--- src/rtl/floppy_softswitch_controller_defines.svh ---
// Assertion helpers shared by the controller RTL.
`ifndef FLOPPY_SOFTSWITCH_CONTROLLER_DEFINES_SVH
`define FLOPPY_SOFTSWITCH_CONTROLLER_DEFINES_SVH

// Clocked check, disabled while reset is asserted.
`define FSSC_ASSERT(lbl, clk, rst_n, prop, msg) \
	lbl: assert property (@(posedge clk) disable iff (!rst_n) prop) else $error(msg);

// Clocked check that also holds through reset.
`define FSSC_ASSERT_ALWAYS(lbl, clk, prop, msg) \
	lbl: assert property (@(posedge clk) prop) else $error(msg);

`endif

--- src/rtl/fssc_pkg.sv ---
`timescale 1ns / 1ps
package fssc_pkg;

	localparam int TICKS_W = 24;

	// request codes
	localparam logic [1:0] REQ_READ  = 2'd0;
	localparam logic [1:0] REQ_WRITE = 2'd1;
	localparam logic [1:0] REQ_TICK  = 2'd2;

	// control line positions
	localparam logic [2:0] LN_PH1   = 3'd1;
	localparam logic [2:0] LN_PH3   = 3'd3;
	localparam logic [2:0] LN_MOTOR = 3'd4;
	localparam logic [2:0] LN_DRIVE = 3'd5;
	localparam logic [2:0] LN_Q6    = 3'd6;
	localparam logic [2:0] LN_Q7    = 3'd7;

	// soft-switch addresses with a data path action
	localparam logic [3:0] SW_MOTOR_OFF  = 4'd8;
	localparam logic [3:0] SW_MOTOR_ON   = 4'd9;
	localparam logic [3:0] SW_SEL_FIRST  = 4'd10;
	localparam logic [3:0] SW_SEL_SECOND = 4'd11;
	localparam logic [3:0] SW_DATA       = 4'd12;
	localparam logic [3:0] SW_LATCH      = 4'd13;
	localparam logic [3:0] SW_STATUS_ALT = 4'd14;

	// {Q7,Q6} register select in the integrated controller
	localparam logic [1:0] SEL_DATA      = 2'b00;
	localparam logic [1:0] SEL_STATUS    = 2'b01;
	localparam logic [1:0] SEL_HANDSHAKE = 2'b10;
	localparam logic [1:0] SEL_MODE      = 2'b11;

	localparam int MODE_FAST_OFF = 2;

	localparam logic [1:0] EN_NONE   = 2'd0;
	localparam logic [1:0] EN_FIRST  = 2'd1;
	localparam logic [1:0] EN_SECOND = 2'd2;

	localparam logic [7:0] STAT_SENSE = 8'h80;
	localparam logic [7:0] STAT_MOTOR = 8'h20;
	localparam logic [7:0] HS_BUSY    = 8'hC0;
	localparam logic [7:0] HS_READY   = 8'h80;
	localparam logic [7:0] BYTE_ALL   = 8'hFF;

	localparam logic [4:0]         MODE_RESET  = 5'h1F;
	localparam logic [TICKS_W-1:0] TICKS_RESET = 24'd1000000;

	// configuration register index
	localparam logic REG_KIND  = 1'b0;
	localparam logic REG_TICKS = 1'b1;

	typedef struct packed {
		logic [1:0] req_type;
		logic [3:0] switch_offset;
		logic [7:0] bus_data;
		logic [7:0] drive_byte;
		logic       drive_sense;
	} item_t;

	typedef struct packed {
		logic [7:0] read_value;
		logic       phase_update;
		logic [3:0] phase_lines;
		logic       enable_update;
		logic [1:0] drive_enables;
		logic       drive_write;
		logic [7:0] drive_write_byte;
		logic       drive_read_taken;
	} result_t;

	typedef struct packed {
		logic               controller_kind;
		logic [TICKS_W-1:0] motor_off_ticks;
	} cfg_t;

endpackage

--- src/rtl/fssc_engine.sv ---
`timescale 1ns / 1ps
`include "floppy_softswitch_controller_defines.svh"
module fssc_engine #(
	parameter int COUNT_WIDTH = 24
) (
	input  logic            clk,
	input  logic            arst_n,
	input  logic            step_en,
	input  fssc_pkg::item_t item,
	input  fssc_pkg::cfg_t  cfg,
	output fssc_pkg::result_t result
);
	import fssc_pkg::*;

	logic [7:0]             ctrl_q, ctrl_d;
	logic [4:0]             mode_q, mode_d;
	logic [7:0]             wlatch_q, wlatch_d;
	logic [1:0]             hs_q, hs_d;
	logic                   pend_q, pend_d;
	logic [COUNT_WIDTH-1:0] cnt_q, cnt_d;

	logic [31:0]            ticks_ext;
	logic [COUNT_WIDTH-1:0] delay;
	logic [COUNT_WIDTH-1:0] cnt_dec;

	assign ticks_ext = 32'(cfg.motor_off_ticks);
	assign delay     = ticks_ext[COUNT_WIDTH-1:0];
	assign cnt_dec   = cnt_q - COUNT_WIDTH'(1);

	always_comb begin
		logic [7:0] lines;
		logic       pair;
		logic [7:0] status;
		logic       ev_on, ev_off;
		logic [1:0] hs_inc;

		ctrl_d   = ctrl_q;
		mode_d   = mode_q;
		wlatch_d = wlatch_q;
		hs_d     = hs_q;
		pend_d   = pend_q;
		cnt_d    = cnt_q;
		result   = '0;
		ev_on    = 1'b0;
		ev_off   = 1'b0;

		lines = ctrl_q;
		lines[item.switch_offset[3:1]] = item.switch_offset[0];
		pair   = lines[LN_PH1] & lines[LN_PH3];
		status = (pair | item.drive_sense) ? STAT_SENSE : 8'h00;
		if (cfg.controller_kind)
			status = status | (lines[LN_MOTOR] ? STAT_MOTOR : 8'h00) | {3'b000, mode_q};
		hs_inc = hs_q + 2'd1;

		case (item.req_type) inside
			REQ_TICK: begin
				if (pend_q) begin
					cnt_d = cnt_dec;
					if (cnt_dec == '0) begin
						pend_d                 = 1'b0;
						ctrl_d[LN_MOTOR]       = 1'b0;
						result.enable_update   = 1'b1;
						result.drive_enables   = cfg.controller_kind ? EN_NONE :
							(ctrl_q[LN_DRIVE] ? EN_SECOND : EN_FIRST);
					end
				end
			end
			REQ_READ, REQ_WRITE: begin
				ctrl_d              = lines;
				result.phase_update = ~item.switch_offset[3];

				if (item.switch_offset == SW_MOTOR_OFF) begin
					if (mode_q[MODE_FAST_OFF] || delay == '0) begin
						ev_off = 1'b1;
					end else begin
						pend_d = 1'b1;
						cnt_d  = delay;
					end
				end else if (item.switch_offset == SW_MOTOR_ON) begin
					ev_on = 1'b1;
				end else if ((item.switch_offset == SW_SEL_FIRST ||
						item.switch_offset == SW_SEL_SECOND) && lines[LN_MOTOR]) begin
					result.enable_update = 1'b1;
					result.drive_enables = (item.switch_offset == SW_SEL_SECOND) ?
						EN_SECOND : EN_FIRST;
				end

				if (!cfg.controller_kind) begin
					if (item.switch_offset == SW_DATA) begin
						if (lines[LN_Q7]) begin
							result.drive_write      = 1'b1;
							result.drive_write_byte = wlatch_q;
						end else if (item.req_type == REQ_READ) begin
							result.read_value       = item.drive_byte;
							result.drive_read_taken = 1'b1;
						end
					end else if (item.req_type == REQ_READ &&
							(item.switch_offset == SW_LATCH ||
							item.switch_offset == SW_STATUS_ALT)) begin
						result.read_value = status;
					end else if (item.req_type == REQ_WRITE &&
							item.switch_offset == SW_LATCH) begin
						wlatch_d = item.bus_data;
					end
				end else if (item.req_type == REQ_READ) begin
					if (!item.switch_offset[0]) begin
						case ({lines[LN_Q7], lines[LN_Q6]})
							SEL_DATA: begin
								if (pair || !lines[LN_MOTOR]) begin
									result.read_value = BYTE_ALL;
								end else begin
									result.read_value       = item.drive_byte;
									result.drive_read_taken = 1'b1;
								end
							end
							SEL_STATUS: result.read_value = status;
							SEL_HANDSHAKE: begin
								if (pair) begin
									hs_d              = hs_inc;
									result.read_value = (hs_inc != 2'd0) ? HS_BUSY : HS_READY;
								end else begin
									result.read_value = HS_READY;
								end
							end
							default: ;
						endcase
					end
				end else begin
					if (item.switch_offset[0] && lines[LN_Q6] && lines[LN_Q7]) begin
						if (!lines[LN_MOTOR]) begin
							mode_d = item.bus_data[4:0];
						end else if (!pair) begin
							result.drive_write      = 1'b1;
							result.drive_write_byte = item.bus_data;
						end
					end
				end

				if (ev_on || ev_off) begin
					pend_d               = 1'b0;
					cnt_d                = '0;
					ctrl_d[LN_MOTOR]     = ev_on;
					result.enable_update = 1'b1;
					if (ev_off && cfg.controller_kind)
						result.drive_enables = EN_NONE;
					else
						result.drive_enables = lines[LN_DRIVE] ? EN_SECOND : EN_FIRST;
				end
			end
			default: ;
		endcase

		result.phase_lines = ctrl_d[3:0];
	end

	always_ff @(posedge clk or negedge arst_n) begin
		if (!arst_n) begin
			ctrl_q   <= '0;
			mode_q   <= MODE_RESET;
			wlatch_q <= '0;
			hs_q     <= '0;
			pend_q   <= 1'b0;
			cnt_q    <= '0;
		end else if (step_en) begin
			ctrl_q   <= ctrl_d;
			mode_q   <= mode_d;
			wlatch_q <= wlatch_d;
			hs_q     <= hs_d;
			pend_q   <= pend_d;
			cnt_q    <= cnt_d;
		end
	end

	`FSSC_ASSERT(a_pend_count, clk, arst_n, pend_q == (cnt_q != '0), "pending turn-off out of step with countdown")
	`FSSC_ASSERT(a_hs_hold, clk, arst_n, !step_en |=> $stable(hs_q), "handshake count moved without a step")
	`FSSC_ASSERT(a_second_drive, clk, arst_n, step_en && result.enable_update && result.drive_enables == EN_SECOND |=> ctrl_q[LN_DRIVE], "second drive reported with drive line clear")

endmodule

--- src/rtl/floppy_softswitch_controller.sv ---
`timescale 1ns / 1ps
// An accepted request passes through the input register and then the result register.
// Throughput: one request per cycle unless stalled; all state updates fit in one compute stage.
// Backpressure on the result side stalls the input register, which then drops in_ready.
// Reset (arst_n low, asynchronous): control lines, handshake count and motor timer clear,
// mode bits go to all ones, controller_kind to integrated, motor_off_ticks to 1000000.
`include "floppy_softswitch_controller_defines.svh"
module floppy_softswitch_controller #(
	parameter int COUNT_WIDTH = 24
) (
	input  logic        clk,
	input  logic        arst_n,
	// request channel
	input  logic        in_valid,
	output logic        in_ready,
	input  logic [1:0]  req_type,
	input  logic [3:0]  switch_offset,
	input  logic [7:0]  bus_data,
	input  logic [7:0]  drive_byte,
	input  logic        drive_sense,
	// result channel
	output logic        out_valid,
	input  logic        out_ready,
	output logic [7:0]  read_value,
	output logic        phase_update,
	output logic [3:0]  phase_lines,
	output logic        enable_update,
	output logic [1:0]  drive_enables,
	output logic        drive_write,
	output logic [7:0]  drive_write_byte,
	output logic        drive_read_taken,
	// configuration port
	input  logic        psel,
	input  logic        penable,
	input  logic        pwrite,
	input  logic [2:0]  paddr,
	input  logic [31:0] pwdata,
	output logic [31:0] prdata,
	output logic        pready
);
	import fssc_pkg::*;

	cfg_t    cfg_q;
	item_t   item_s1;
	logic    valid_s1;
	result_t res_s2;
	result_t res_next;
	logic    out_valid_q;
	logic    advance;
	logic    cfg_wr;

	// Configuration: zero-wait-state port, register picked by the word address bit.
	assign pready = 1'b1;
	assign cfg_wr = psel & penable & pwrite;

	always_ff @(posedge clk or negedge arst_n) begin
		if (!arst_n) begin
			cfg_q.controller_kind <= 1'b1;
			cfg_q.motor_off_ticks <= TICKS_RESET;
		end else if (cfg_wr) begin
			if (paddr[2] == REG_KIND)
				cfg_q.controller_kind <= pwdata[0];
			else
				cfg_q.motor_off_ticks <= pwdata[TICKS_W-1:0];
		end
	end

	always_comb begin
		unique case (paddr[2])
			REG_KIND:  prdata = {31'd0, cfg_q.controller_kind};
			REG_TICKS: prdata = 32'(cfg_q.motor_off_ticks);
			default:   prdata = '0;
		endcase
	end

	// Advance the input stage whenever the result register is empty or being drained;
	// accept a new transfer whenever the input stage will be free.
	assign advance  = ~out_valid_q | out_ready;
	assign in_ready = ~valid_s1 | advance;

	always_ff @(posedge clk or negedge arst_n) begin
		if (!arst_n)
			valid_s1 <= 1'b0;
		else if (in_ready)
			valid_s1 <= in_valid;
	end

	// Payload of the input stage: hold while stalled, load on every free cycle.
	always_ff @(posedge clk) begin
		if (in_ready) begin
			item_s1.req_type      <= req_type;
			item_s1.switch_offset <= switch_offset;
			item_s1.bus_data      <= bus_data;
			item_s1.drive_byte    <= drive_byte;
			item_s1.drive_sense   <= drive_sense;
		end
	end

	// Compute the result and commit state in the same cycle the item leaves stage one.
	fssc_engine #(
		.COUNT_WIDTH(COUNT_WIDTH)
	) u_engine (
		.clk    (clk),
		.arst_n (arst_n),
		.step_en(valid_s1 & advance),
		.item   (item_s1),
		.cfg    (cfg_q),
		.result (res_next)
	);

	always_ff @(posedge clk or negedge arst_n) begin
		if (!arst_n)
			out_valid_q <= 1'b0;
		else if (advance)
			out_valid_q <= valid_s1;
	end

	// Result register: hold while the consumer stalls.
	always_ff @(posedge clk) begin
		if (advance && valid_s1)
			res_s2 <= res_next;
	end

	assign out_valid        = out_valid_q;
	assign read_value       = res_s2.read_value;
	assign phase_update     = res_s2.phase_update;
	assign phase_lines      = res_s2.phase_lines;
	assign enable_update    = res_s2.enable_update;
	assign drive_enables    = res_s2.drive_enables;
	assign drive_write      = res_s2.drive_write;
	assign drive_write_byte = res_s2.drive_write_byte;
	assign drive_read_taken = res_s2.drive_read_taken;

	`FSSC_ASSERT(a_stall_only_full, clk, arst_n, !in_ready |-> valid_s1 && out_valid_q && !out_ready, "input stalled with room downstream")
	`FSSC_ASSERT(a_result_kept, clk, arst_n, out_valid && !out_ready |=> out_valid && $stable(res_s2), "stalled result changed")
	`FSSC_ASSERT(a_enable_code, clk, arst_n, out_valid |-> drive_enables != 2'd3, "illegal enable code")

endmodule
--- config.mk ---
export PLATFORM = sky130hd
export DESIGN_NAME = floppy_softswitch_controller
export DESIGN_NICKNAME = d
export VERILOG_FILES = /design/src/rtl/fssc_pkg.sv /design/src/rtl/fssc_engine.sv /design/src/rtl/floppy_softswitch_controller.sv
export VERILOG_INCLUDE_DIRS = /design/src /design/src/rtl
export SDC_FILE = /design/constraint.sdc
export NUM_CORES = 1
export LEC_CHECK = 0
export BUFFER_PORTS_ARGS = -buffer_cell sky130_fd_sc_hd__buf_2
export CORE_UTILIZATION = 30
export CTS_CLUSTER_DIAMETER = 120
export DETAILED_ROUTE_END_ITERATION = 7
export SKIP_CTS_REPAIR_TIMING = 1
export SLEW_MARGIN = 20
export SYNTH_ARGS = -nofsm -noshare
export SYNTH_HDL_FRONTEND = slang
export SYNTH_SLANG_ARGS = --single-unit
--- constraint.sdc ---
create_clock -name clk -period 2.1 [get_ports clk]
set_input_delay 0.105 -clock clk [delete_from_list [all_inputs] [get_ports clk]]
set_output_delay 0.105 -clock clk [all_outputs]
set_load 0.01 [all_outputs]
### Word level (Yosys, flattened, before mapping)

Cells that the tools add are included.

* word-level logic and storage cells: 168
* input port bits: 65
* output and inout port bits: 61
* register bits after elaboration: 124

* bitwise gates (word level): 21
* order comparisons: 2
* reduce and logical (&&, ||, !) cells: 32
* muxes and demuxes: 72
* add/sub/neg operators: 2
* equality and inequality tests: 14

Operators with widths (number)
* 24-bit 2-to-1 mux: 6
* 8-bit 2-to-1 mux: 11
* 32-bit case mux with 2 select lines: 1
* 24-bit logical NOT: 2
* 9-bit 2-to-1 mux: 5
* 4-bit == test (second input constant): 7
* 1-bit 2-to-1 mux: 27
* 3-bit 2-to-1 mux: 8
* 8-bit case mux with 3 select lines: 1
* 24-bit by 1-bit subtractor with 24-bit output (second input constant): 1
* 10-bit 2-to-1 mux: 2
* 7-bit AND reduction: 2
* 1-bit inverter: 12
* 2-bit 2-to-1 mux: 5
* 8-bit bitwise mux: 1
* 1-bit logical AND: 8
* 4-bit 2-to-1 mux: 2
* 8-bit by 5-bit OR with 8-bit output: 1
* 8-bit OR: 1
* 4-bit AND reduction: 2
* 8-bit AND reduction: 1
* 7-bit 2-to-1 mux: 1
* 6-bit 2-to-1 mux: 1
* 1-bit logical OR: 5
* 19 further kinds: 30

### Longest topological paths before layout

* word-level depth: 15
* depth in mapped cells: 9
* gate-level depth less buffers: 8

### Modules after synthesis

A second synthesis with hierarchy kept.

* cells, all modules: 596
* area total of the unflattened synthesis: 6541.3 µm²

By module, submodules not included
* fssc_engine: sequential area each 1207.4 µm², cells each 448, instances 1, area an instance 3701.0 µm²
* floppy_softswitch_controller: sequential area each 2157.1 µm², cells each 148, instances 1, area an instance 2840.2 µm²

### Worst setup path after synthesis

OpenSTA, ideal clock, no wires.

* kind: flip-flop to flip-flop
* start: reg u_engine.cnt_q[0]
* end: reg res_s2, in the netlist drive_enables[1], data pin
* cell stages (with the launch flop): 9
* buffers on the path: 0
* setup slack: -0.160 ns
* data required time: 1.968 ns
* clock period less this slack: 2.260 ns
* arrival: 2.128 ns
* library setup time: 0.132 ns
* path through: dfrtp_1 -> inv_1 -> ha_1 -> nor4b_4 -> nand4_1 -> nor3_1 -> xor2_1 -> a2111oi_4 -> a41o_1

RTL lines
* start, declared: line fssc_engine.sv:20 `logic [COUNT_WIDTH-1:0] cnt_q, cnt_d;`
* start signal, assigned: line fssc_engine.sv:170 `cnt_q <= cnt_d;`
* end signal, assigned: line floppy_softswitch_controller.sv:121 `res_s2 <= res_next;`
* end, declared: line floppy_softswitch_controller.sv:46 `result_t res_s2;`

==> summary.md <==
| Metric | Value |
|---|---|
| CTS tree | `built` |
| Cell taking the most area after synthesis | `dfrtp_1` |
| Int Power | `6190 uW` |
| H-tree depth | `4` |
| Final WS setup | `-102 ps` |
| Switching share of power | `33.3%` |
| Reg power frac | `39.0%` |
| DRT iter0 DRCs | `340` |
| Via-per-instance ratio | `4.93` |
| Worst hold path class | `in -> reg` |
| Final hold viol count | `0` |
| Fmax | `454 MHz` |
| Starting Density | `30.8%` |
| DRT Pass-1 Iters | `5` |
| Max IR drop VDD | `504 uV` |
| Largest net degree at the start of global routing | `50` |
| Post-Route WL | `17.5 mm` |
| Setup Skew | `11.3 ps` |
| Final Critical Period | `2200 ps` |
| Pleak | `0.00389 uW` |
| Worst-Skew Late Latency | `430 ps` |
| Post-synth EDFFs | `49` |
| Post-synth ARST share | `60.5%` |
| Top-area cell type share of the netlist area | `24.7%` |
| Hold Path Cell Cnt | `5` |
| Clock root buffer | `clkbuf_16` |
| Diodes inserted | `0` |
| Reg clk slew, reported paths | `60 ps` |
| CTS sink cnt | `124` |
| Setup TNS | `-423 ps` |
| Number of global-route vias before repair | `5024` |
| P&R area growth vs syn | `45.0%` |
| Die Y | `147 um` |
| First-pass GRT wire length | `26.9 mm` |
| Clk buf depth | `2` |
| Ys Warns | `0` |
| Crit path kind | `reg -> reg` |
| IO Port Bufs | `106` |
| Post-Syn Area | `6280 um2` |
| RSZ-0062 raised after global routing | `true` |
| Syn_area_per_cell | `10.9 um2` |
| Hpwl dp | `11.7 mm` |
| Die area | `21500 um2` |
| CP required | `2280 ps` |
| Comb power frac | `30.7%` |
| Most instantiated cells after synthesis | `dfrtp_1, nor2_1, edfxtp_1, mux2_2, o21ai_0` |
| Max cap viols | `0` |
| Ranking of synthesized cells by area | `dfrtp_1, edfxtp_1, mux2_2` |
| Placer Congestion | `0.842` |
| Yosys cell types | `70` |
| Share of cells above drive strength 1 | `42.9%` |
| Tcrit/Tclk final | `105%` |
| Die X | `147 um` |
| Endpoints failing setup | `12` |
| # DRC | `0` |
| PwrDens | `1020 nW/um2` |
| Power share of the clock group | `30.3%` |
| Violated checks | `setup timing` |
| Crit start category | `register` |
| Ports | `126` |
| Status | `complete, but fails checks` |
| Register area share after synthesis | `53.6%` |
| Total CTS buffers | `17` |
| Initial antenna violation count | `0` |
| R2R depth | `7` |
| WP data arrival | `2380 ps` |
| Nets | `888` |
| Design Power | `9280 uW` |
| Routed wire length per instance | `15.9 um` |
| CP max FO | `6` |
| Switch Pwr | `3090 uW` |
| Post-place setup slack | `-115 ps` |
| Total gr overflow | `0` |
| Fill cells | `1906` |
| Vias | `5434` |
| Total GRT Usage | `16.2%` |
| Top_reg_cell synth | `dfrtp_1` |
| Floorplan row count | `52` |
| Crit end category | `register` |
| Synth Instances | `578` |
| Final ANT Viol Nets | `0` |
| Yosys reg bits | `124` |
| Core ar. | `20400 um2` |
| Final slew viol count | `0` |
==> layout make-up <==
| class | instances | area [um2] | area share, % |
|---|---|---|---|
| multi-input combinational | 414 | 2970 | 32.6 |
| sequential | 124 | 3370 | 37.0 |
| timing repair buffer | 253 | 1830 | 20.1 |
| tap | 270 | 338 | 3.71 |
| clock inverter | 12 | 113 | 1.24 |
| inverter | 10 | 41.3 | 0.454 |
| clock buffer | 20 | 447 | 4.91 |
==> power by group through the flow <==
| stage | registers (uW) | clock network, uW | logic, uW |
|---|---|---|---|
| 3_3_place_gp | 3610 | 0 | 2470 |
| 5_1_grt | 3690 | 2990 | 3100 |
| 6_report | 3620 | 2810 | 2850 |
| 4_1_cts | 3590 | 2860 | 2520 |
| 3_5_place_dp | 3630 | 0 | 2500 |
| 2_1_floorplan | 3530 | 0 | 1460 |
==> placed cells by master (no fill, tap or decap), drive strengths merged, types with 7 or more instances in the layout <==
cell	n
a21oi	35
nor4	13
inv	13
and2	25
clkbuf	20
conb	9
nor2	64
edfxtp	49
nand4	7
nor3	21
a22oi	15
dfrtp	62
o21ai	45
mux2	45
nand3	8
and3	7
buf	203
dfstp	13
nand2	34
dlygate4sd3	50
==> flip-flops by register name (all words and copies together), names as in the netlist, 2 cells and up <==
| signal | count |
|---|---|
| u_engine.cnt_q | 24 |
| u_engine.wlatch_q | 8 |
| drive_write_byte | 8 |
| u_engine.mode_q | 5 |
| drive_enables | 2 |
| item_s1 | 23 |
| phase_lines | 4 |
| u_engine.hs_q | 2 |
| u_engine.ctrl_q | 8 |
| read_value | 8 |
| cfg_q | 25 |
==> through the flow <==
step                cells  hold slack [ps]  area, um2  utilization (%)
floorplan             585             -191       6320                -
global placement     1010             61.8       7690             37.8
detailed placement   1010             60.8       7690             37.8
CTS                  1042             -401       8250             40.5
global route         1103              140       9100             44.7
finish               1103              129       9100             44.7
==> path summary, 6_finish.rpt <==
| check | startpoint | endpoint | slack (ps) |
|---|---|---|---|
| setup / recovery | u_engine.cnt_q[5] | enable_update | -100 |
| hold / removal | penable | cfg_q[24] | 130 |
| setup reg to reg | u_engine.cnt_q[5] | enable_update | -100 |
| hold reg to reg | u_engine.ctrl_q[0] | u_engine.ctrl_q[0] | 470 |
| max in group asynchronous | arst_n | u_engine.mode_q[1] | 1310 |
| min in group asynchronous | arst_n | cfg_q[2] | 140 |
==> cells by family (layout without fill, tap and decap cells) <==
kind of cell	Yosys count	count (layout)	synth area share, %
other	2	9	0.120
xor gates and xnor gates	8	8	1.12
AOI/OAI and AO/OA	134	134	13.4
adders and majority gates	3	3	0.598
buffers and inverters	47	295	3.79
and+or+nand+nor	210	210	18.5
DFF	124	124	53.6
muxes	50	50	8.87
==> metal layers <==
layer  global-route usage (%)  vias to the layer above  share of wire, %
li1                         -                     2597                 -
met1                     21.9                     2691                47
met2                     24.7                      125                47
met3                     3.81                       21               3.2
met4                     6.82                        0               1.9
met5                        0                        -                 0
==> critical path, stage by stage, from the launching register on <==
cell	delay [ps]
dfrtp_1	410
nor3_4	380
nand4_1	260
nor3_4	230
xor2_2	220
a2111oi_4	50
buf_4	160
a31o_2	240
Note: power is estimated with default switching activity, not from simulation.
